===== src/hdl/sne_pkg.sv =====
// Shared constants, codes, control structs and the sigmoid table for the
// sparse neuron network evaluator. No dependencies.
package sne_pkg;

   localparam int NEURONS          = 64;
   localparam int INPUT_NEURONS    = 8;
   localparam int OUTPUT_NEURONS   = 4;
   localparam int LINKS_PER_NEURON = 8;
   localparam int MAX_RESULTS      = 4;

   localparam int OUT_COUNT_A = (OUTPUT_NEURONS < NEURONS) ? OUTPUT_NEURONS : NEURONS;
   localparam int OUT_COUNT   = (OUT_COUNT_A < MAX_RESULTS) ? OUT_COUNT_A : MAX_RESULTS;

   localparam int OP_W        = 2;
   localparam int NEURON_W    = 6;
   localparam int SLOT_W      = 3;
   localparam int VALUE_W     = 16;
   localparam int SIG_W       = 13;
   localparam int OUT_SLOT_W  = 2;
   localparam int FRAC_W      = 12;
   localparam int LINK_DEPTH  = NEURONS * LINKS_PER_NEURON;
   localparam int LINK_ADDR_W = $clog2(LINK_DEPTH);
   localparam int LINK_CNT_W  = $clog2(LINKS_PER_NEURON);
   localparam int ACC_W       = 2 * VALUE_W + LINK_CNT_W + 1;
   localparam int SIG_IDX_W   = 8;
   localparam int SIG_DEPTH   = 1 << SIG_IDX_W;

   localparam logic [63:0] EXP_STEP = 64'd4034748382;

   typedef enum logic [OP_W-1:0] {
      OP_BIAS  = 2'd0,
      OP_LINK  = 2'd1,
      OP_INPUT = 2'd2,
      OP_EVAL  = 2'd3
   } op_type;

   typedef enum logic [2:0] {
      ST_CLEAR,
      ST_IDLE,
      ST_START,
      ST_LINKS,
      ST_DRAIN,
      ST_OUT_ADDR,
      ST_OUT_SEND
   } state_type;

   typedef struct packed {
      logic                   bias_we;
      logic [NEURON_W-1:0]    bias_waddr;
      logic [VALUE_W-1:0]     bias_wdata;
      logic [NEURON_W-1:0]    bias_raddr;
      logic                   link_we;
      logic [LINK_ADDR_W-1:0] link_waddr;
      logic [NEURON_W-1:0]    link_wsrc;
      logic [VALUE_W-1:0]     link_wweight;
      logic [LINK_ADDR_W-1:0] link_raddr;
      logic                   value_we;
      logic [NEURON_W-1:0]    value_waddr;
      logic [VALUE_W-1:0]     value_wdata;
      logic [NEURON_W-1:0]    value_raddr;
   } store_ctl_type;

   typedef struct packed {
      logic [VALUE_W-1:0]  bias;
      logic [NEURON_W-1:0] link_src;
      logic [VALUE_W-1:0]  link_weight;
      logic [VALUE_W-1:0]  value;
   } store_rd_type;

   typedef struct packed {
      logic acc_init;
      logic weight_en;
      logic mul_en;
      logic value_ok;
      logic acc_en;
   } mac_ctl_type;

   typedef logic [SIG_W-1:0] sig_table_type [SIG_DEPTH];

   function automatic sig_table_type build_sig_table();
      logic [127:0]   e;
      logic [127:0]   d;
      logic [127:0]   num;
      logic [127:0]   rem;
      logic [63:0]    quo;
      logic [SIG_W-1:0] pos [129];
      sig_table_type  tab;
      int             k;
      int             b;
      e = 128'd1 << 32;
      for (k = 0; k <= 128; k++) begin
         if (k > 0) begin
            e = (e * {64'd0, EXP_STEP} + (128'd1 << 31)) >> 32;
         end
         d   = (128'd1 << 32) + e;
         num = (128'd1 << 44) + (d >> 1);
         rem = '0;
         quo = '0;
         for (b = 63; b >= 0; b--) begin
            rem = (rem << 1) | {127'd0, num[b]};
            if (rem >= d) begin
               rem    = rem - d;
               quo[b] = 1'b1;
            end
         end
         pos[k] = quo[SIG_W-1:0];
      end
      for (k = 0; k < SIG_DEPTH; k++) begin
         if (k < SIG_DEPTH / 2) begin
            tab[k] = pos[k];
         end else begin
            tab[k] = SIG_W'(13'd4096 - pos[SIG_DEPTH - k]);
         end
      end
      return tab;
   endfunction

   localparam sig_table_type SIG_TABLE = build_sig_table();

endpackage


===== src/hdl/sne_mac.sv =====
// Shared multiply-accumulate unit with Q4.12 saturation and sigmoid lookup.
// Depends on sne_pkg.
module sne_mac import sne_pkg::*; (
   input  logic               clock,
   input  mac_ctl_type        ctl,
   input  logic [VALUE_W-1:0] bias,
   input  logic [VALUE_W-1:0] weight,
   input  logic [VALUE_W-1:0] value,
   output logic [SIG_W-1:0]   sig
);

   logic signed [VALUE_W-1:0]   weight_ff;
   logic signed [2*VALUE_W-1:0] prod_ff;
   logic signed [2*VALUE_W-1:0] prod_in;
   logic signed [ACC_W-1:0]     acc_ff;
   logic signed [ACC_W-1:0]     acc_in;
   logic signed [VALUE_W-1:0]   value_eff;
   logic [ACC_W-FRAC_W-VALUE_W:0] acc_hi;
   logic                        fits;
   logic [VALUE_W-1:0]          sat;

   assign value_eff = ctl.value_ok ? $signed(value) : '0;
   assign prod_in   = value_eff * weight_ff;

   always_comb begin
      if (ctl.acc_init) begin
         acc_in = {{(ACC_W-VALUE_W-FRAC_W){bias[VALUE_W-1]}}, bias, {FRAC_W{1'b0}}};
      end else if (ctl.acc_en) begin
         acc_in = acc_ff + {{(ACC_W-2*VALUE_W){prod_ff[2*VALUE_W-1]}}, prod_ff};
      end else begin
         acc_in = acc_ff;
      end
   end

   always_ff @(posedge clock) begin
      if (ctl.weight_en) begin
         weight_ff <= $signed(weight);
      end
      if (ctl.mul_en) begin
         prod_ff <= prod_in;
      end
      acc_ff <= acc_in;
   end

   assign acc_hi = acc_ff[ACC_W-1:FRAC_W+VALUE_W-1];
   assign fits   = (&acc_hi) | ~(|acc_hi);

   always_comb begin
      if (fits) begin
         sat = acc_ff[FRAC_W+VALUE_W-1:FRAC_W];
      end else if (acc_ff[ACC_W-1]) begin
         sat = {1'b1, {(VALUE_W-1){1'b0}}};
      end else begin
         sat = {1'b0, {(VALUE_W-1){1'b1}}};
      end
   end

   assign sig = SIG_TABLE[sat[VALUE_W-1:VALUE_W-SIG_IDX_W]];

endmodule


===== config.mk =====
export PLATFORM = sky130hd
export DESIGN_NAME = sne_mac
export DESIGN_NICKNAME = d
export VERILOG_FILES = /design/src/hdl/sne_pkg.sv /design/src/hdl/sne_mac.sv
export SDC_FILE = /design/constraint.sdc
export NUM_CORES = 1
export LEC_CHECK = 0
export ABC_AREA = 1
export CAP_MARGIN = 20
export CORE_UTILIZATION = 30
export DETAILED_ROUTE_END_ITERATION = 10
export DONT_BUFFER_PORTS = 1
export HOLD_SLACK_MARGIN = 0.15
export PLACE_DENSITY = 0.48
export SLEW_MARGIN = 20
export SYNTH_ARGS = -nofsm -noshare
export SYNTH_HDL_FRONTEND = slang
export SYNTH_SLANG_ARGS = --single-unit

===== constraint.sdc =====
create_clock -name clock -period 12.8 [get_ports clock]
set_input_delay 0.64 -clock clock [delete_from_list [all_inputs] [get_ports clock]]
set_output_delay 0.64 -clock clock [all_outputs]
set_load 0.005 [all_outputs]

---- After elaboration in Yosys (flattened, before gate mapping) ----
Memories as Yosys holds them, arrays and structs flattened.
Cells that the tools add are included.
operators by class
  add/sub/neg operators ................... 1
  $mul .................................... 1
  div/mod/pow operators ................... 0
  order comparisons ....................... 1
  equality and inequality tests ........... 0
  shift operators ......................... 0
  muxes and demuxes ....................... 7
  bitwise logic cells ..................... 3
  reductions and logical operators ........ 3
operator list
  cell                count
  $mux 36             2
  $mux 16             3
  $add 36x36->36      1
  $mul 16x16->32      1
  $mux 13             2
  $ge 9x9->1 const B  1
  $not 8->9           1
  $reduce_and 9->1    1
  $reduce_or 9->1     1
  $reduce_bool 2->1   1
  $not 1->1           1
  $or 1x1->1          1
storage, ports and cells
  register bits after elaboration ......... 84
  bits in latches ......................... 0
  RAM bits ................................ 0
  ROM bits ................................ 3328
  output and inout port bits .............. 13
  memories ................................ 1
memories
  name              words  bits a word  rd ports  clocked after memory_dff  wr ports  line           source
  (name not given)  256    13           1         0                         0         sne_mac.sv:58  assign sig = SIG_TABLE[sat[VALUE_W-1:VALUE_W-SIG_IDX_W]];

---- Longest topological paths before layout ----
  depth in word-level cells ............... 8
  mapped depth ............................ 26
  mapped depth without buffers ............ 24

---- Worst setup path before layout ----
OpenSTA, ideal clock, no wires.
  kind .................................... in2reg
  from .................................... input port ctl[1] in the netlist's numbering
  to ...................................... register prod_ff[31], data pin
  library setup time ...................... 0.265 ns
  arrival time ............................ 6.086 ns
  setup slack ............................. 6.449 ns
  cell stages on the path ................. 20
  buffers on the path ..................... 2
  cells stage by stage .................... clkbuf_1 > nand2_1 > clkbuf_1 > nor2_1 > fa_1 > fa_1 > fa_1 > fa_1 > fa_1 > inv_1 > fa_1 > inv_1 > ha_1 > a21oi_1 > inv_1 > a31oi_1 > o21ai_0 > a221oi_1 > o21ai_0 > xor2_1
on the way
  longest elaborated chain between the ends .. 2
ends and longest elaborated chain
  element               line           source
  start, declared       sne_mac.sv:5   input mac_ctl_type ctl,
  $mux 16               sne_mac.sv:22  assign value_eff = ctl.value_ok ? $signed(value) : '0;
  $mul 16x16->32        sne_mac.sv:23  assign prod_in = value_eff * weight_ff;
  via prod_in[31]       sne_mac.sv:14  logic signed [2*VALUE_W-1:0] prod_in;
  end signal, assigned  sne_mac.sv:40  prod_ff <= prod_in;
  end, declared         sne_mac.sv:13  logic signed [2*VALUE_W-1:0] prod_ff;
The timed path passes the listed nets, and every way through them passes these cells.
A chain may end at the register's enable or synchronous reset.

---- Worst setup path in the final report ----
  from .................................... register weight_ff[1]
  to ...................................... register prod_ff[28], data pin
on the way
  longest elaborated chain between the ends .. 1
ends and longest elaborated chain
  element                 line           source
  start, declared         sne_mac.sv:12  logic signed [VALUE_W-1:0] weight_ff;
  start signal, assigned  sne_mac.sv:37  weight_ff <= $signed(weight);
  $mul 16x16->32          sne_mac.sv:23
  via prod_in[28]         sne_mac.sv:14
The timed path passes the listed nets, and every way through them passes these cells.

==> run summary <==
Data arrival time of the worst path: 6.90 ns
Post-layout minimum cycle time: 6.80 ns
Most numerous cell in the Yosys netlist: sky130_fd_sc_hd__nand2_1
Buf/Inv on CP: 3
Number of buffers created by CTS: 9
Clock input transition at the sequential cells of the worst setup and hold paths: 0.08 ns
Element type at the critical path start: flip-flop
Type of the worst setup path: flip-flop to flip-flop
Initial cell density of the core: 30.4%
Vertical die dimension: 244 um
Proportion of synthesized flip-flops having asynchronous set or reset: 0%
Placer Congestion: 0.962
Number of detailed-route iterations in the first pass: 5
Number of fill cells in the layout: 6321
Number of hold violations in the final report: 0
Horizontal extent of the die: 244 um
Peak Freq: 147 MHz
Cell types occupying the most area after synthesis: sky130_fd_sc_hd__fa_1, sky130_fd_sc_hd__edfxtp_1, sky130_fd_sc_hd__nand2_1
Number of setup buffers added after CTS: 0
Mapped Avg Cell Area: 7.55 um2
Dominant combinational cell family by area after synthesis: adder cells
Routed len/inst: 19.5 um
Critical path, cell by cell: inv_1 > nor2_1 > fa_1 > fa_1 > fa_1 > fa_1 > fa_1 > inv_1 > fa_1 > inv_1 > ha_1 > a21oi_1 > o21ai_0 > a221oi_1 > o211ai_1 > xor2_1
Synth Area in Compound Gates: 8.77%
Reg-to-reg slack, setup: 6.00 ns
Via count of the first global-routing pass: 15419
Insertion delay to the later sink of the worst-skew pair: 0.38 ns
Worst hold path class: input port to flip-flop
Sequential share of the synthesized area: 13.7%
Overall routing resource usage: 20.2%
Clock share of power: 5.8%
Design Area, Final: 18400 um2
Multiplexer fraction of the synthesized cell area: 0%
Cell family contributing the most delay on the critical path: adder cells
DP Worst Slack: 5.95 ns
Combinational cell fraction of total power: 82.1%
Number of antenna violations at the first check in global routing: 0
Maximum number of pins on one net before global-route repair: 46
Final-report max-slew violation count: 0
CP max FO: 9
Cell taking the most area after synthesis: sky130_fd_sc_hd__fa_1
Area fraction in and, or, nand and nor cells after synthesis: 24.1%
Number of gates resized after cts: 0
Number of cells in the design after placement: 3030
Total internal power: 0.00210 W
List of most frequent post-synthesis cells: sky130_fd_sc_hd__nand2_1, sky130_fd_sc_hd__inv_1, sky130_fd_sc_hd__nor2_1
Top-level port count: 67
Status: finished, final reports clean
Total power per unit cell area: 272 nW/um2
Clock Root Buffer: sky130_fd_sc_hd__clkbuf_16
Final critical-path setup slack: 6.00 ns
Standard cell core area: 57700 um2
Number of synthesized flops with an enable pin: 72
Cell with the largest stage delay on the worst path: sky130_fd_sc_hd__fa_1
Measured slew at the worst slew-check pin: 1.10 ns
CP most frequent cell: sky130_fd_sc_hd__fa_1
Max-slew headroom: 26.1%
Clock tree from TritonCTS: yes
Routed wire length: 59300 um
Endpoint required time on the critical path: 12.90 ns
Max clock buf depth: 2
Area share of the largest cell type after synthesis: 30.1%
Sinks on Clock Net: 84
Wire length of the first global-routing pass: 91900 um
Crit path capture: prod_ff[28]
FP Rows: 88
Worst hold-check slack: 0.332 ns
Final clock period utilization by the worst path: 53.1%
Post-route setup TNS: 0 ns
Die Footprint: 59300 um2
Worst Setup SP: weight_ff[1]
Depth of the worst register-to-register path: 16
Post-synthesis share of cell area spent on full adders, half adders and majority gates: 39.3%
Port Buf Inserts: 0
Synthesis-stage register bit count: 84
Worst VDD drop: 0.154 mV
Sum of overflow across all layers after global routing: 0
Hold buffer count at CTS: 0
Area of all sequential standard cells: 2400 um2
Worst r2r dst: prod_ff[28]
Predominant post-synthesis flop cell: sky130_fd_sc_hd__edfxtp_1
Count of non-filler cells in the finished layout: 3046
Maximum level of the CTS H-tree: 3
Total stage count of the critical path: 16
Relative contribution of sequential cells to total power: 12.2%
Antenna-violating nets left: 0
Area of the multi-input gates: 13100 um2
Switching power as a share of total power: 58.2%
Number of DRC violations after detailed-routing iteration 0: 1370
Netlist area before placement: 17500 um2
Largest stage delay on the critical path: 0.87 ns
Beginning of the worst register-to-register path: weight_ff[1]
Count of vias placed by the detailed router: 15228
Placed cell area: 18100 um2
Final clock skew: 0.0181 ns
Diodes inserted: 0
Synth Net Count: 2766
Count of nets after finishing: 2722
Sw Pwr: 0.00292 W
Unrepaired setup endpoints after global routing: no
Setup violators final: 0
Critical path capture point type: flip-flop
DR vias/cell: 5.00
Post-synthesis cell type count: 52
Cell count after synthesis: 2320
Max Cap Viol: 0
Detailed placer's ending HPWL: 48700 um
Residual DRC count: 0
Layout-stage area growth over the synthesis result: 5.34%
Fraction of synthesized cell area in xor and xnor cells: 2.40%
Yosys warnings: 0
Layout cells sized above 1: 2.59%
P_leak: 9.28 nW
layer usage:
layer	up-vias	part of all wire, %	global-route usage [%]
li1	7130	-	-
met1	7445	46	28.6
met2	586	45	32.7
met3	67	6.5	2.42
met4	0	1.9	4.45
met5	-	0	0
layout by cell type, fill, tap and decap left out, types with 4 or more instances in the layout:
master and count:
sky130_fd_sc_hd__clkinv_1 8, sky130_fd_sc_hd__o22ai_1 13, sky130_fd_sc_hd__nand2_1 549, sky130_fd_sc_hd__o211ai_1 12
sky130_fd_sc_hd__nor4_1 4, sky130_fd_sc_hd__clkbuf_16 9, sky130_fd_sc_hd__inv_1 439, sky130_fd_sc_hd__nor3_1 15
sky130_fd_sc_hd__a21o_1 14, sky130_fd_sc_hd__a21oi_1 104, sky130_fd_sc_hd__dfxtp_1 12, sky130_fd_sc_hd__xnor2_1 19
sky130_fd_sc_hd__o21ai_1 10, sky130_fd_sc_hd__o21bai_1 10, sky130_fd_sc_hd__o21ai_0 72, sky130_fd_sc_hd__a31oi_1 13
sky130_fd_sc_hd__nand3_1 120, sky130_fd_sc_hd__fa_1 263, sky130_fd_sc_hd__ha_1 129, sky130_fd_sc_hd__nand4_1 20
sky130_fd_sc_hd__or2_2 5, sky130_fd_sc_hd__xor2_1 29, sky130_fd_sc_hd__buf_4 4, sky130_fd_sc_hd__nand2_2 11
sky130_fd_sc_hd__nand2_4 9, sky130_fd_sc_hd__nor2_1 270, sky130_fd_sc_hd__edfxtp_1 72
power by group through the flow:
stage | Clock, W | Sequential (W) | Combinational, W
6_report | 0.000289 | 0.000612 | 0.00412
5_1_grt | 0.000306 | 0.000621 | 0.00465
4_1_cts | 0.000301 | 0.000611 | 0.00412
3_5_place_dp | 0 | 0.000616 | 0.00409
3_3_place_gp | 0 | 0.000619 | 0.00411
2_1_floorplan | 0 | 0.000558 | 0.00301
cell families after synthesis:
group / Yosys count
and+or+nand+nor: 1016
buffers and inverters: 510
adders and majority gates: 392
AOI/OAI and AO/OA: 269
DFF: 84
xor gates and xnor gates: 48
other: 1
sequential cells by signal, indices dropped and copies added, names as in the netlist:
name       flops
weight_ff     16
acc_ff        36
prod_ff       32
how the worst min path moves through the flow:
stage	depth (start not counted)	start	end	slack, ns
after detailed placement	2	acc_ff[0]	acc_ff[0]	0.46
after global placement	2	acc_ff[0]	acc_ff[0]	0.45
after floorplan	2	acc_ff[0]	acc_ff[0]	0.44
after CTS	1	ctl[4]	acc_ff[0]	0.31
final	1	ctl[4]	acc_ff[0]	0.33
after global routing	1	ctl[4]	acc_ff[0]	0.32
per-stage QoR:
stage	util, %	power, W
global placement	31.5	0.00473
global route	32.0	0.00557
detailed placement	31.5	0.00471
CTS	32.0	0.00503
floorplan	-	0.00357
finish	32.0	0.00502
final cells by class:
class	count	share of cell area, %
inverters	451	9.19
clock inverters	7	0.414
clock buffers	9	1.22
well taps	765	5.19
multi-input cells	1726	70.8
flip-flops and latches	84	13.0
repair buffers	4	0.163
(Power assumes the default switching activity.)
