--- config.mk ---
export PLATFORM = sky130hd
export DESIGN_NAME = sne_seq
export DESIGN_NICKNAME = d
export VERILOG_FILES = /design/src/hdl/sne_pkg.sv /design/src/hdl/sne_seq.sv
export SDC_FILE = /design/constraint.sdc
export NUM_CORES = 1
export LEC_CHECK = 0
export ABC_AREA = 1
export BUFFER_PORTS_ARGS = -buffer_cell sky130_fd_sc_hd__buf_2
export CAP_MARGIN = 10
export CORE_AREA = 2 2 82 84
export CTS_BUF_LIST = sky130_fd_sc_hd__clkbuf_2 sky130_fd_sc_hd__clkbuf_4 sky130_fd_sc_hd__clkbuf_8
export DETAILED_ROUTE_END_ITERATION = 16
export DIE_AREA = 0 0 84 86
export PLACE_DENSITY = 0.81
export SLEW_MARGIN = 20
export SYNTH_ARGS = -nofsm -noshare
export SYNTH_HDL_FRONTEND = slang
export SYNTH_SLANG_ARGS = --single-unit
--- constraint.sdc ---
create_clock -name clock -period 1.9 [get_ports clock]
set_input_delay 0.38 -clock clock [delete_from_list [all_inputs] [get_ports clock]]
set_output_delay 0.38 -clock clock [all_outputs]
set_load 0.05 [all_outputs]
--- src/hdl/sne_pkg.sv ---
// Shared constants, codes, control structs and the sigmoid table for the
// sparse neuron network evaluator. No dependencies.
package sne_pkg;

   localparam int NEURONS          = 64;
   localparam int INPUT_NEURONS    = 8;
   localparam int OUTPUT_NEURONS   = 4;
   localparam int LINKS_PER_NEURON = 8;
   localparam int MAX_RESULTS      = 4;

   localparam int OUT_COUNT_A = (OUTPUT_NEURONS < NEURONS) ? OUTPUT_NEURONS : NEURONS;
   localparam int OUT_COUNT   = (OUT_COUNT_A < MAX_RESULTS) ? OUT_COUNT_A : MAX_RESULTS;

   localparam int OP_W        = 2;
   localparam int NEURON_W    = 6;
   localparam int SLOT_W      = 3;
   localparam int VALUE_W     = 16;
   localparam int SIG_W       = 13;
   localparam int OUT_SLOT_W  = 2;
   localparam int FRAC_W      = 12;
   localparam int LINK_DEPTH  = NEURONS * LINKS_PER_NEURON;
   localparam int LINK_ADDR_W = $clog2(LINK_DEPTH);
   localparam int LINK_CNT_W  = $clog2(LINKS_PER_NEURON);
   localparam int ACC_W       = 2 * VALUE_W + LINK_CNT_W + 1;
   localparam int SIG_IDX_W   = 8;
   localparam int SIG_DEPTH   = 1 << SIG_IDX_W;

   localparam logic [63:0] EXP_STEP = 64'd4034748382;

   typedef enum logic [OP_W-1:0] {
      OP_BIAS  = 2'd0,
      OP_LINK  = 2'd1,
      OP_INPUT = 2'd2,
      OP_EVAL  = 2'd3
   } op_type;

   typedef enum logic [2:0] {
      ST_CLEAR,
      ST_IDLE,
      ST_START,
      ST_LINKS,
      ST_DRAIN,
      ST_OUT_ADDR,
      ST_OUT_SEND
   } state_type;

   typedef struct packed {
      logic                   bias_we;
      logic [NEURON_W-1:0]    bias_waddr;
      logic [VALUE_W-1:0]     bias_wdata;
      logic [NEURON_W-1:0]    bias_raddr;
      logic                   link_we;
      logic [LINK_ADDR_W-1:0] link_waddr;
      logic [NEURON_W-1:0]    link_wsrc;
      logic [VALUE_W-1:0]     link_wweight;
      logic [LINK_ADDR_W-1:0] link_raddr;
      logic                   value_we;
      logic [NEURON_W-1:0]    value_waddr;
      logic [VALUE_W-1:0]     value_wdata;
      logic [NEURON_W-1:0]    value_raddr;
   } store_ctl_type;

   typedef struct packed {
      logic [VALUE_W-1:0]  bias;
      logic [NEURON_W-1:0] link_src;
      logic [VALUE_W-1:0]  link_weight;
      logic [VALUE_W-1:0]  value;
   } store_rd_type;

   typedef struct packed {
      logic acc_init;
      logic weight_en;
      logic mul_en;
      logic value_ok;
      logic acc_en;
   } mac_ctl_type;

   typedef logic [SIG_W-1:0] sig_table_type [SIG_DEPTH];

   function automatic sig_table_type build_sig_table();
      logic [127:0]   e;
      logic [127:0]   d;
      logic [127:0]   num;
      logic [127:0]   rem;
      logic [63:0]    quo;
      logic [SIG_W-1:0] pos [129];
      sig_table_type  tab;
      int             k;
      int             b;
      e = 128'd1 << 32;
      for (k = 0; k <= 128; k++) begin
         if (k > 0) begin
            e = (e * {64'd0, EXP_STEP} + (128'd1 << 31)) >> 32;
         end
         d   = (128'd1 << 32) + e;
         num = (128'd1 << 44) + (d >> 1);
         rem = '0;
         quo = '0;
         for (b = 63; b >= 0; b--) begin
            rem = (rem << 1) | {127'd0, num[b]};
            if (rem >= d) begin
               rem    = rem - d;
               quo[b] = 1'b1;
            end
         end
         pos[k] = quo[SIG_W-1:0];
      end
      for (k = 0; k < SIG_DEPTH; k++) begin
         if (k < SIG_DEPTH / 2) begin
            tab[k] = pos[k];
         end else begin
            tab[k] = SIG_W'(13'd4096 - pos[SIG_DEPTH - k]);
         end
      end
      return tab;
   endfunction

   localparam sig_table_type SIG_TABLE = build_sig_table();

endpackage

--- src/hdl/sne_seq.sv ---
// Sequencer: memory clearing, item decode, per-link pipeline control and
// result walk. Depends on sne_pkg; drives sne_store and sne_mac.
module sne_seq import sne_pkg::*; (
   input  logic                  clock,
   input  logic                  reset,
   input  logic                  req_valid,
   output logic                  req_ready,
   input  logic [OP_W-1:0]       req_op,
   input  logic [NEURON_W-1:0]   req_neuron,
   input  logic [SLOT_W-1:0]     req_slot,
   input  logic [NEURON_W-1:0]   req_source,
   input  logic [VALUE_W-1:0]    req_value,
   output logic                  rsp_valid,
   input  logic                  rsp_ready,
   output logic [OUT_SLOT_W-1:0] rsp_slot,
   output logic                  rsp_last,
   input  store_rd_type          rd,
   input  logic [SIG_W-1:0]      sig,
   output store_ctl_type         st,
   output mac_ctl_type           mac
);

   state_type              state_ff, state_in;
   logic [NEURON_W-1:0]    n_ff, n_in;
   logic [LINK_CNT_W-1:0]  j_ff, j_in;
   logic [OUT_SLOT_W-1:0]  k_ff, k_in;
   logic [LINK_ADDR_W-1:0] clr_ff, clr_in;
   logic                   v1_ff, v2_ff, v3_ff;
   logic                   src_ok_ff;
   logic                   issue;
   logic                   pipe_busy;
   logic                   clr_low;
   op_type                 op;

   assign op        = op_type'(req_op);
   assign pipe_busy = v1_ff | v2_ff | v3_ff;
   assign clr_low   = 32'(clr_ff) < NEURONS;

   always_ff @(posedge clock) begin
      if (reset) begin
         state_ff <= ST_CLEAR;
         n_ff     <= '0;
         j_ff     <= '0;
         k_ff     <= '0;
         clr_ff   <= '0;
         v1_ff    <= 1'b0;
         v2_ff    <= 1'b0;
         v3_ff    <= 1'b0;
      end else begin
         state_ff <= state_in;
         n_ff     <= n_in;
         j_ff     <= j_in;
         k_ff     <= k_in;
         clr_ff   <= clr_in;
         v1_ff    <= issue;
         v2_ff    <= v1_ff;
         v3_ff    <= v2_ff;
      end
   end

   always_ff @(posedge clock) begin
      if (v1_ff) begin
         src_ok_ff <= 32'(rd.link_src) < NEURONS;
      end
   end

   always_comb begin
      state_in  = state_ff;
      n_in      = n_ff;
      j_in      = j_ff;
      k_in      = k_ff;
      clr_in    = clr_ff;
      issue     = 1'b0;
      req_ready = 1'b0;
      rsp_valid = 1'b0;

      st.bias_we      = 1'b0;
      st.bias_waddr   = req_neuron;
      st.bias_wdata   = req_value;
      st.bias_raddr   = n_ff;
      st.link_we      = 1'b0;
      st.link_waddr   = LINK_ADDR_W'(req_neuron) * LINK_ADDR_W'(LINKS_PER_NEURON)
                        + LINK_ADDR_W'(req_slot);
      st.link_wsrc    = req_source;
      st.link_wweight = req_value;
      st.link_raddr   = LINK_ADDR_W'(n_ff) * LINK_ADDR_W'(LINKS_PER_NEURON)
                        + LINK_ADDR_W'(j_ff);
      st.value_we     = 1'b0;
      st.value_waddr  = req_neuron;
      st.value_wdata  = req_value;
      st.value_raddr  = rd.link_src;

      case (state_ff)
         ST_CLEAR: begin
            st.bias_we      = clr_low;
            st.bias_waddr   = clr_ff[NEURON_W-1:0];
            st.bias_wdata   = '0;
            st.value_we     = clr_low;
            st.value_waddr  = clr_ff[NEURON_W-1:0];
            st.value_wdata  = '0;
            st.link_we      = 1'b1;
            st.link_waddr   = clr_ff;
            st.link_wsrc    = '0;
            st.link_wweight = '0;
            clr_in          = clr_ff + 1'b1;
            if (clr_ff == LINK_ADDR_W'(LINK_DEPTH - 1)) begin
               state_in = ST_IDLE;
            end
         end
         ST_IDLE: begin
            req_ready = 1'b1;
            if (req_valid) begin
               case (op)
                  OP_BIAS: begin
                     st.bias_we = 32'(req_neuron) < NEURONS;
                  end
                  OP_LINK: begin
                     st.link_we = (32'(req_neuron) < NEURONS)
                                  && (32'(req_slot) < LINKS_PER_NEURON);
                  end
                  OP_INPUT: begin
                     st.value_we = (32'(req_neuron) < NEURONS)
                                   && (32'(req_neuron) < INPUT_NEURONS);
                  end
                  OP_EVAL: begin
                     n_in     = NEURON_W'(INPUT_NEURONS);
                     j_in     = '0;
                     k_in     = '0;
                     state_in = ST_START;
                  end
                  default: begin
                  end
               endcase
            end
         end
         ST_START: begin
            j_in     = '0;
            state_in = ST_LINKS;
         end
         ST_LINKS: begin
            issue = 1'b1;
            j_in  = j_ff + 1'b1;
            if (j_ff == LINK_CNT_W'(LINKS_PER_NEURON - 1)) begin
               state_in = ST_DRAIN;
            end
         end
         ST_DRAIN: begin
            if (!pipe_busy) begin
               st.value_we    = 1'b1;
               st.value_waddr = n_ff;
               st.value_wdata = VALUE_W'(sig);
               if (n_ff == NEURON_W'(NEURONS - 1)) begin
                  state_in = ST_OUT_ADDR;
               end else begin
                  n_in     = n_ff + 1'b1;
                  state_in = ST_START;
               end
            end
         end
         ST_OUT_ADDR: begin
            st.value_raddr = NEURON_W'(NEURONS - 1) - NEURON_W'(k_ff);
            state_in       = ST_OUT_SEND;
         end
         ST_OUT_SEND: begin
            st.value_raddr = NEURON_W'(NEURONS - 1) - NEURON_W'(k_ff);
            rsp_valid      = 1'b1;
            if (rsp_ready) begin
               if (k_ff == OUT_SLOT_W'(OUT_COUNT - 1)) begin
                  state_in = ST_IDLE;
               end else begin
                  k_in     = k_ff + 1'b1;
                  state_in = ST_OUT_ADDR;
               end
            end
         end
         default: begin
            state_in = ST_IDLE;
         end
      endcase
   end

   assign rsp_slot = k_ff;
   assign rsp_last = k_ff == OUT_SLOT_W'(OUT_COUNT - 1);

   assign mac.acc_init  = (state_ff == ST_LINKS) && (j_ff == '0);
   assign mac.weight_en = v1_ff;
   assign mac.mul_en    = v2_ff;
   assign mac.value_ok  = src_ok_ff;
   assign mac.acc_en    = v3_ff;

endmodule

### Word level (Yosys, flattened, before mapping)

Cells that the tools add are included.

| word-level totals | value |
|---|---|
| bits of input ports | 104 |
| memories | 0 |
| bits in registers | 26 |
| memory bits (writable) | 0 |
| bits in read-only memories | 0 |
| logic and storage cells | 91 |
| output and inout bits | 109 |
| bits in latches | 0 |

| operators by class | value |
|---|---|
| multiply operators | 0 |
| eq/ne operators | 21 |
| mux-type cells | 39 |
| shift-type cells | 0 |
| magnitude comparators | 2 |
| reduce and logical (&&, ||, !) cells | 12 |
| add/subtract/negate cells | 7 |
| bitwise logic cells | 2 |
| divide/modulo/power cells | 0 |

Operators by type and width:

| kind | number |
|---|---|
| $pmux W22 S2 | 1 |
| $mux W31 | 1 |
| $mux W3 | 10 |
| $mux W6 | 5 |
| $mux W23 | 1 |
| $mux W22 | 1 |
| $pmux W3 S7 | 1 |
| $add A9 B3 Y9 | 2 |
| $ne A2 B2 Y1 const B | 7 |
| $eq A3 B3 Y1 const B | 4 |
| $pmux W6 S2 | 1 |
| $reduce_and A5 Y1 | 2 |
| $add A9 B1 Y9 const B | 1 |
| $eq A9 B9 Y1 const B | 1 |
| $lt A9 B7 Y1 const B | 1 |
| $mux W1 | 9 |
| $pmux W3 S3 | 1 |
| $mux W2 | 4 |
| $add A6 B1 Y6 const B | 1 |
| $eq A2 B2 Y1 const B | 3 |
| $eq A3 B2 Y1 const B | 2 |
| $eq A6 B6 Y1 const B | 1 |
| $logic_not A3 Y1 | 2 |
| $lt A6 B4 Y1 const B | 1 |
| 17 further kinds | 20 |

### Logic depth before layout (Yosys ltp)

Gate-level depths: netlist of run 1.

| depth | value |
|---|---|
| depth in word-level cells | 4 |
| mapped depth | 14 |
| mapped depth without buffers | 14 |

### Least setup slack after synthesis of run 1

No wires, ideal clock.

| timing | value |
|---|---|
| path type | reg2out |
| start point | register state_ff[2] |
| end point | output port st[28] (netlist bit) |
| arrival | 2531 ps |
| required time | 1520 ps |
| slack | -1011 ps |
| buffers on the path | 1 |
| stages on the path, launching flop included | 5 |
| cells stage by stage | dfxtp_1 -> buf_2 -> inv_2 -> nand4_1 -> o311ai_0 |

RTL lines:

| what | line | source |
|---|---|---|
| from (decl) | sne_seq.sv:23 | `state_type state_ff, state_in;` |
| from (signal assigned) | sne_seq.sv:50 | `state_ff <= state_in;` |
| to (decl) | sne_seq.sv:19 | `output store_ctl_type st,` |

==> results of run 1 <==
-- worst max-delay path, cell delays in order (launching register included) --
cell and delay (ps):
dfxtp_2 390, buf_6 150, nand4_1 250, o311ai_4 370
buf_6 210
-- final cells by class --
type                       instances  area [um2]  share of cell area, %
inverter                          66         263                   5.99
tap                               77        96.3                   2.19
clock buffer                       4        55.1                   1.25
timing repair buffer             192        1480                   33.6
sequential                        26         531                   12.1
multi-input combinational        269        1970                   44.9
-- registers in the layout, summed over array words and instances, names as in the netlist --
register / cells
clr_ff: 9
n_ff: 6
j_ff: 3
rsp_slot: 2
state_ff: 3
v3_ff: 1
v2_ff: 1
v1_ff: 1
-- worst paths after layout --
path	end	slack, ps	cells past startpoint
min	n_ff[4]	450	2
max	st[28]	-130	4
min reg2reg	clr_ff[3]	480	1
max reg2reg	state_ff[2]	70	14
-- metal layers --
layer | up-vias | GRT usage [%]
met4 | 0 | 8.36
met2 | 177 | 47.6
li1 | 1551 | -
met5 | - | 0
met3 | 39 | 3.18
met1 | 1560 | 30.3
-- power by group through the flow --
stage	Sequential, W	Clock [W]	Combinational (W)
6_report	0.000806	0.000379	0.00745
3_5_place_dp	0.000791	0	0.00605
4_1_cts	0.000794	0.000384	0.00704
2_1_floorplan	0.000952	0	0.00479
3_3_place_gp	0.000783	0	0.00598
5_1_grt	0.000817	0.000402	0.00774
-- through the flow --
| stage | cells | hold slack [ps] | total power, W | util (%) |
|---|---|---|---|---|
| floorplan | 400 | 417 | 0.00574 | - |
| global placement | 619 | 421 | 0.00677 | 56.6 |
| detailed placement | 619 | 435 | 0.00684 | 56.6 |
| CTS | 631 | 441 | 0.00821 | 65.6 |
| global route | 634 | 449 | 0.00896 | 69.9 |
| finish | 634 | 447 | 0.00864 | 69.9 |
-- logic make-up (layout without fill, tap and decap cells) --
logic type	Yosys count	in the layout	share of synthesized area (%)
buf+inv	105	262	21.4
simple gates	199	199	38.7
compound gates	61	61	14.2
xor+xnor	1	1	0.363
flops	26	26	21.6
other cells	1	1	0.155
fa+ha+maj	7	7	3.63
-- cells in the final DEF (no fill, tap or decap), types with 5 or more instances in the layout --
| master | instances |
|---|---|
| buf_12 | 5 |
| nand2_1 | 71 |
| nor2_2 | 13 |
| o21ai_4 | 6 |
| nor2_4 | 23 |
| nand3_1 | 17 |
| ha_1 | 6 |
| nand2_4 | 8 |
| buf_6 | 41 |
| dfxtp_1 | 20 |
| a21oi_1 | 13 |
| dfxtp_2 | 5 |
| inv_1 | 59 |
| nand3_4 | 7 |
| buf_2 | 89 |
| nand4_1 | 5 |
| buf_4 | 49 |
| o21ai_0 | 11 |
| nor2_1 | 38 |
| o21ai_2 | 19 |
-- what timing repair did --
item                       4_1_cts  5_1_grt
gates cloned                     2        1
gates resized for setup        129       73
pin swaps                        5        4
buffers inserted                 6        4
setup endpoints to repair       84       88
hold buffers                     0        0
-- synth_stat cells, types with 2 or more instances --
master and instances:
inv_1 61, nand2_4 4, nand2_1 77, nand3_1 27, dfxtp_1 26, o21ai_0 36
nor2_4 3, nor2_2 4, nor2_1 67, o41ai_1 2, o221ai_1 5, ha_1 7
nand2_2 2, a21oi_1 14, clkbuf_1 4, nand4_1 5, or2_2 4, inv_2 3
buf_2 6, buf_4 27
==> impl_results.md, run 1 <==
* Max-slew violation count at 0
* Final WL at 10400 um
* DP Area at 0.00355 mm2
* HP Start: reset
* CTS Sinks at 26
* Residual DRC at 0
* Finished Cell Area at 0.00439 mm2
* Global-route wire length before repair at 15100 um
* Synthesized flop and latch total at 26
* Worst VDD drop at 0.00165 V
* Max-Cap Viols at 0
* Startpoint types: register
* Hold WC Path Type: in -> reg
* Num ports at 213
* Worst-Skew Late Latency at 280 ps
* Largest net degree at the start of global routing at 16
* GRT Total Usage at 25.5%
* Clk pin slew, worst setup/hold paths at 100 ps
* Floorplan row count at 29
* Maximum operating frequency at 493 MHz
* Crit path launch: state_ff[0]
* Final Net Count at 669
* Sw frac at 62.8%
* Worst Tran Pin Value at 537 ps
* Antenna violations before repair at 0
* Pre-CTS setup slack at 47.2 ps
* Sequential element share of the synthesized area at 21.6%
* Metal2 WL at 5650 um
* Crit path max fanout at 7
* Worst r2r src: state_ff[1]
* Minimum clock period at 2030 ps
* Switch Pwr at 0.00542 W
* PwrDens at 1970 mW/mm2
* Run status: finished with violations
* DRT antenna net count at 0
* Core box area at 0.00628 mm2
* Max-slew headroom at 64.2%
* Layout area overhead at 81.9%
* Final hold violations at 0
* Final setup TNS at -1160 ps
* Initial core utilization at 38.4%
* Syn_area_per_cell at 6.03 um2
* Metal3 WL at 608 um
* Wire per inst at 16.5 um
* CP Capture Type: output pin
* Vias in the first global route at 3102
* Number of synthesized flops with an enable pin at 0
* Clock power share at 4.4%
* Post-Syn Instances at 400
* Power share of the sequential group at 9.3%
* Ranking of synthesized cells by area: dfxtp_1 22%, nand2_1 12%, nor2_1 10%, inv_1 9.5%, buf_4 8.4%
* Htree depth at 1
* Drt pass-1 iters at 5
* Routed vias/inst at 5.25
* Height of the die at 86 um
* Final period utilization at 107%
* Synth Flop Type: dfxtp_1
* Detailed Place HPWL at 7180 um
* Setup WS post-layout at -127 ps
* Failing checks: setup timing
* Ys async rst share at 0%
* Max Root-Sink Buffers at 2
* Int Power at 0.00321 W
* Vias after detailed routing at 3327
* Final-layout fill cell count at 435
* Arrival time of the worst setup path at 1650 ps
* Top sig layer: met4
* Synthesized cell area at 0.00241 mm2
* Post-synth top area cell: dfxtp_1
* Share of layout cells above drive strength 1 at 56.0%
* TritonCTS clock tree: yes
* N_diodes at 0
* Synth warnings at 0
* Root buffer cell: clkbuf_8
* GRT Residual Overflow at 0
* Total Die Area at 0.00722 mm2
* Final-report setup violation count at 24
* CTS buffer count at 3
* Clock Skew at 7.45 ps
* Yosys cell types at 36
* Gpl congestion at 0.933
* Gate power share at 86.3%
* Unrepaired setup endpoints after global routing: yes
* LEAKAGE at 2.19 nW
* Port Buffers at 163
* Met1 wire length at 3880 um
* 1st-iter DRT viols at 186
* Critical Path RT at 1520 ps
* Syn_nets at 511
* Die width at 84 um
* Synth top area share at 21.6%
* Crit Path Class: reg -> out
No activity file was read; power rests on OpenSTA's default activity.
==> run 2, diff against run 1 <==
--- a/config.mk
+++ b/config.mk
@@ -8,11 +8,10 @@
 export ABC_AREA = 1
 export BUFFER_PORTS_ARGS = -buffer_cell sky130_fd_sc_hd__buf_2
 export CAP_MARGIN = 10
-export CORE_AREA = 2 2 82 84
+export CORE_UTILIZATION = 36
 export CTS_BUF_LIST = sky130_fd_sc_hd__clkbuf_2 sky130_fd_sc_hd__clkbuf_4 sky130_fd_sc_hd__clkbuf_8
 export DETAILED_ROUTE_END_ITERATION = 16
-export DIE_AREA = 0 0 84 86
-export PLACE_DENSITY = 0.81
+export PLACE_DENSITY = 0.8
 export SLEW_MARGIN = 20
 export SYNTH_ARGS = -nofsm -noshare
 export SYNTH_HDL_FRONTEND = slang
==> constraint.sdc (replaced) <==
create_clock -name clock -period 1.8 [get_ports clock]
set_input_delay 0.54 -clock clock [delete_from_list [all_inputs] [get_ports clock]]
set_output_delay 0.54 -clock clock [all_outputs]
set_load 0.05 [all_outputs]
==> impl_results.md, run 2 (synthesis gave the netlist of run 1 again) <==
* Global-route wire length before repair at 21800 um (+44%)
* Maximum operating frequency at 443 MHz
* Total power at 0.0116 W (+34%)
* Htree depth at 1 (unchanged)
* PwrDens at 2070 mW/mm2 (+5.4%)
* Reg with most FFs: clr_ff
* Layout area overhead at 131%
* Gpl congestion at 0.874 (-6.3%)
* N_diodes at 0 (unchanged)
* Port Buffers at 163 (unchanged)
* Startpoint types: register
* GRT Residual Overflow at 0 (unchanged)
* Unrepaired setup endpoints after global routing: yes
* Die width at 83.9 um (-0.14%)
* Commonest non-fill, non-tap cell in the layout: buf_6
* Max-slew violation count at 0 (unchanged)
* Clock Skew at 7.24 ps (-0.214 ps)
* Hold WC Path Type: reg -> reg
* Number of flip-flops in the largest register at 9 (unchanged)
* Post-CTS Hold Buffers at 0 (unchanged)
* LEAKAGE at 2.67 nW (+22%)
* Core box area at 0.00642 mm2 (+2.3%)
* Final hold violations at 0 (unchanged)
* 1st-iter DRT viols at 461 (+150%)
* TritonCTS clock tree: yes
* Vias after detailed routing at 4126 (+24%)
* Max-slew headroom at 58.6% (-5.6 points)
* GRT Total Usage at 39.8% (+14 points)
* Num ports at 213 (unchanged)
* Share of layout cells above drive strength 1 at 66.0% (+9.9 points)
* Slowest CP cell: dfxtp_2
* Final WL at 16200 um (+56%)
* Wire per inst at 23.5 um (+43%)
* Drt pass-1 iters at 12 (+7)
* Detailed Place HPWL at 7190 um (about the same)
* Routed vias/inst at 5.97 (+14%)
* Final-report setup violation count at 94 (+290%)
* Vias in the first global route at 4071 (+31%)
* Largest net degree at the start of global routing at 16 (unchanged)
* Failing checks: DRC, setup timing
* Max-Cap Viols at 0 (unchanged)
* Arrival time of the worst setup path at 1720 ps (+70 ps)
* Minimum clock period at 2260 ps
* Residual DRC at 6 (+6)
* CP Capture Type: output pin
* Final Net Count at 727 (+8.7%)
* Worst VDD drop at 0.00154 V (-7.2%)
* Crit path max fanout at 6 (-1)
* DRT antenna net count at 0 (unchanged)
* CTS buffer count at 3 (unchanged)
* Setup WS post-layout at -458 ps (-330 ps)
* Worst Tran Pin Value at 620 ps (+83.4 ps)
* Total Die Area at 0.00704 mm2 (-2.6%)
* Root buffer cell: clkbuf_8
* Floorplan row count at 29 (unchanged)
* DP Area at 0.00402 mm2 (+13%)
* Final period utilization at 125%
* Biggest regs: clr_ff: 9 flops, n_ff: 6 flops
* CP max stage delay at 350 ps (-40 ps)
* Height of the die at 83.9 um (-2.5%)
* Finished Cell Area at 0.00558 mm2 (+27%)
* Antenna violations before repair at 0 (unchanged)
* Max Root-Sink Buffers at 2 (unchanged)
* Run status: finished with violations
* Ordered cell list for the critical path: nor2_2, nand2_2, buf_6, a21oi_4, buf_4, buf_12, o221ai_4, buf_12
* Critical Path RT at 1260 ps (-260 ps)
* CP dominant cell by count: buf_12
* Worst-Skew Late Latency at 300 ps (+20 ps)
* Crit Path Class: reg -> out
* Clk pin slew, worst setup/hold paths at 110 ps (about the same)
* CTS Sinks at 26 (unchanged)
* Initial core utilization at 37.6% (-0.87 points)
* Commonest non-fill, non-tap cells in the layout: 83 x buf_6, 75 x buf_2, 56 x buf_4, 54 x inv_1, 45 x nand2_1
## run 2: cell type report
cell class	instances	area (um2)
clock buffer	3	41.3
timing repair buffer	250	2380
sequential	26	547
fill	261	841
inverter	66	283
multi-input combinational	269	2240
tap	77	96.3
## run 2: what timing repair did
item	CTS	global route
setup buffers	19	19
endpoints found under the setup margin	89	92
gates cloned	5	2
pin swaps	32	21
gates resized for setup	269	63
## run 2: layer usage
layer	GRT usage, %	up-vias	wire length [um]
li1	-	1674	-
met1	42.1	1921	5320
met2	70.8	382	7960
met3	7.02	147	1530
met4	28.7	2	1380
met5	0	-	44
## run 2: stage by stage
step | utilization, % | TNS, ps | std cells | hold slack, ps | worst slack [ps]
2_1_floorplan | - | -4070 | 400 | 417 | -110
3_3_place_gp | 62.6 | -2970 | 649 | 456 | -203
3_5_place_dp | 62.6 | -3700 | 649 | 466 | -200
4_1_cts | 82.0 | -25470 | 675 | 495 | -418
5_1_grt | 86.9 | -33050 | 691 | 564 | -506
6_report | 86.9 | -29230 | 691 | 536 | -458
## run 2: power by group
part,leakage [nW],switching (W),internal (W)
sequential,0.218,0.000170,0.000709
combinational,2.43,0.00636,0.00394
clock,0.0216,0.000245,0.000152
total,2.67,0.00678,0.00480
## run 2: path summary, 6_finish.rpt
path	startpoint	to	slack [ps]	cells after the start
worst min-delay path	j_ff[0]	j_ff[0]	540	2
worst min register to register	j_ff[0]	j_ff[0]	540	2
worst max register to register	state_ff[2]	rsp_slot[0]	-100	11
worst max-delay path	v3_ff	st[25]	-460	8
## run 2: worst max-delay path, delay by kind of cell, from the launching register on
| family | cells | cell delay (ps) |
|---|---|---|
| AO/OA/AOI/OAI | 2 | 250 |
| buffers and inverters | 4 | 600 |
| flip-flops | 1 | 350 |
| AND/OR/NAND/NOR | 2 | 230 |
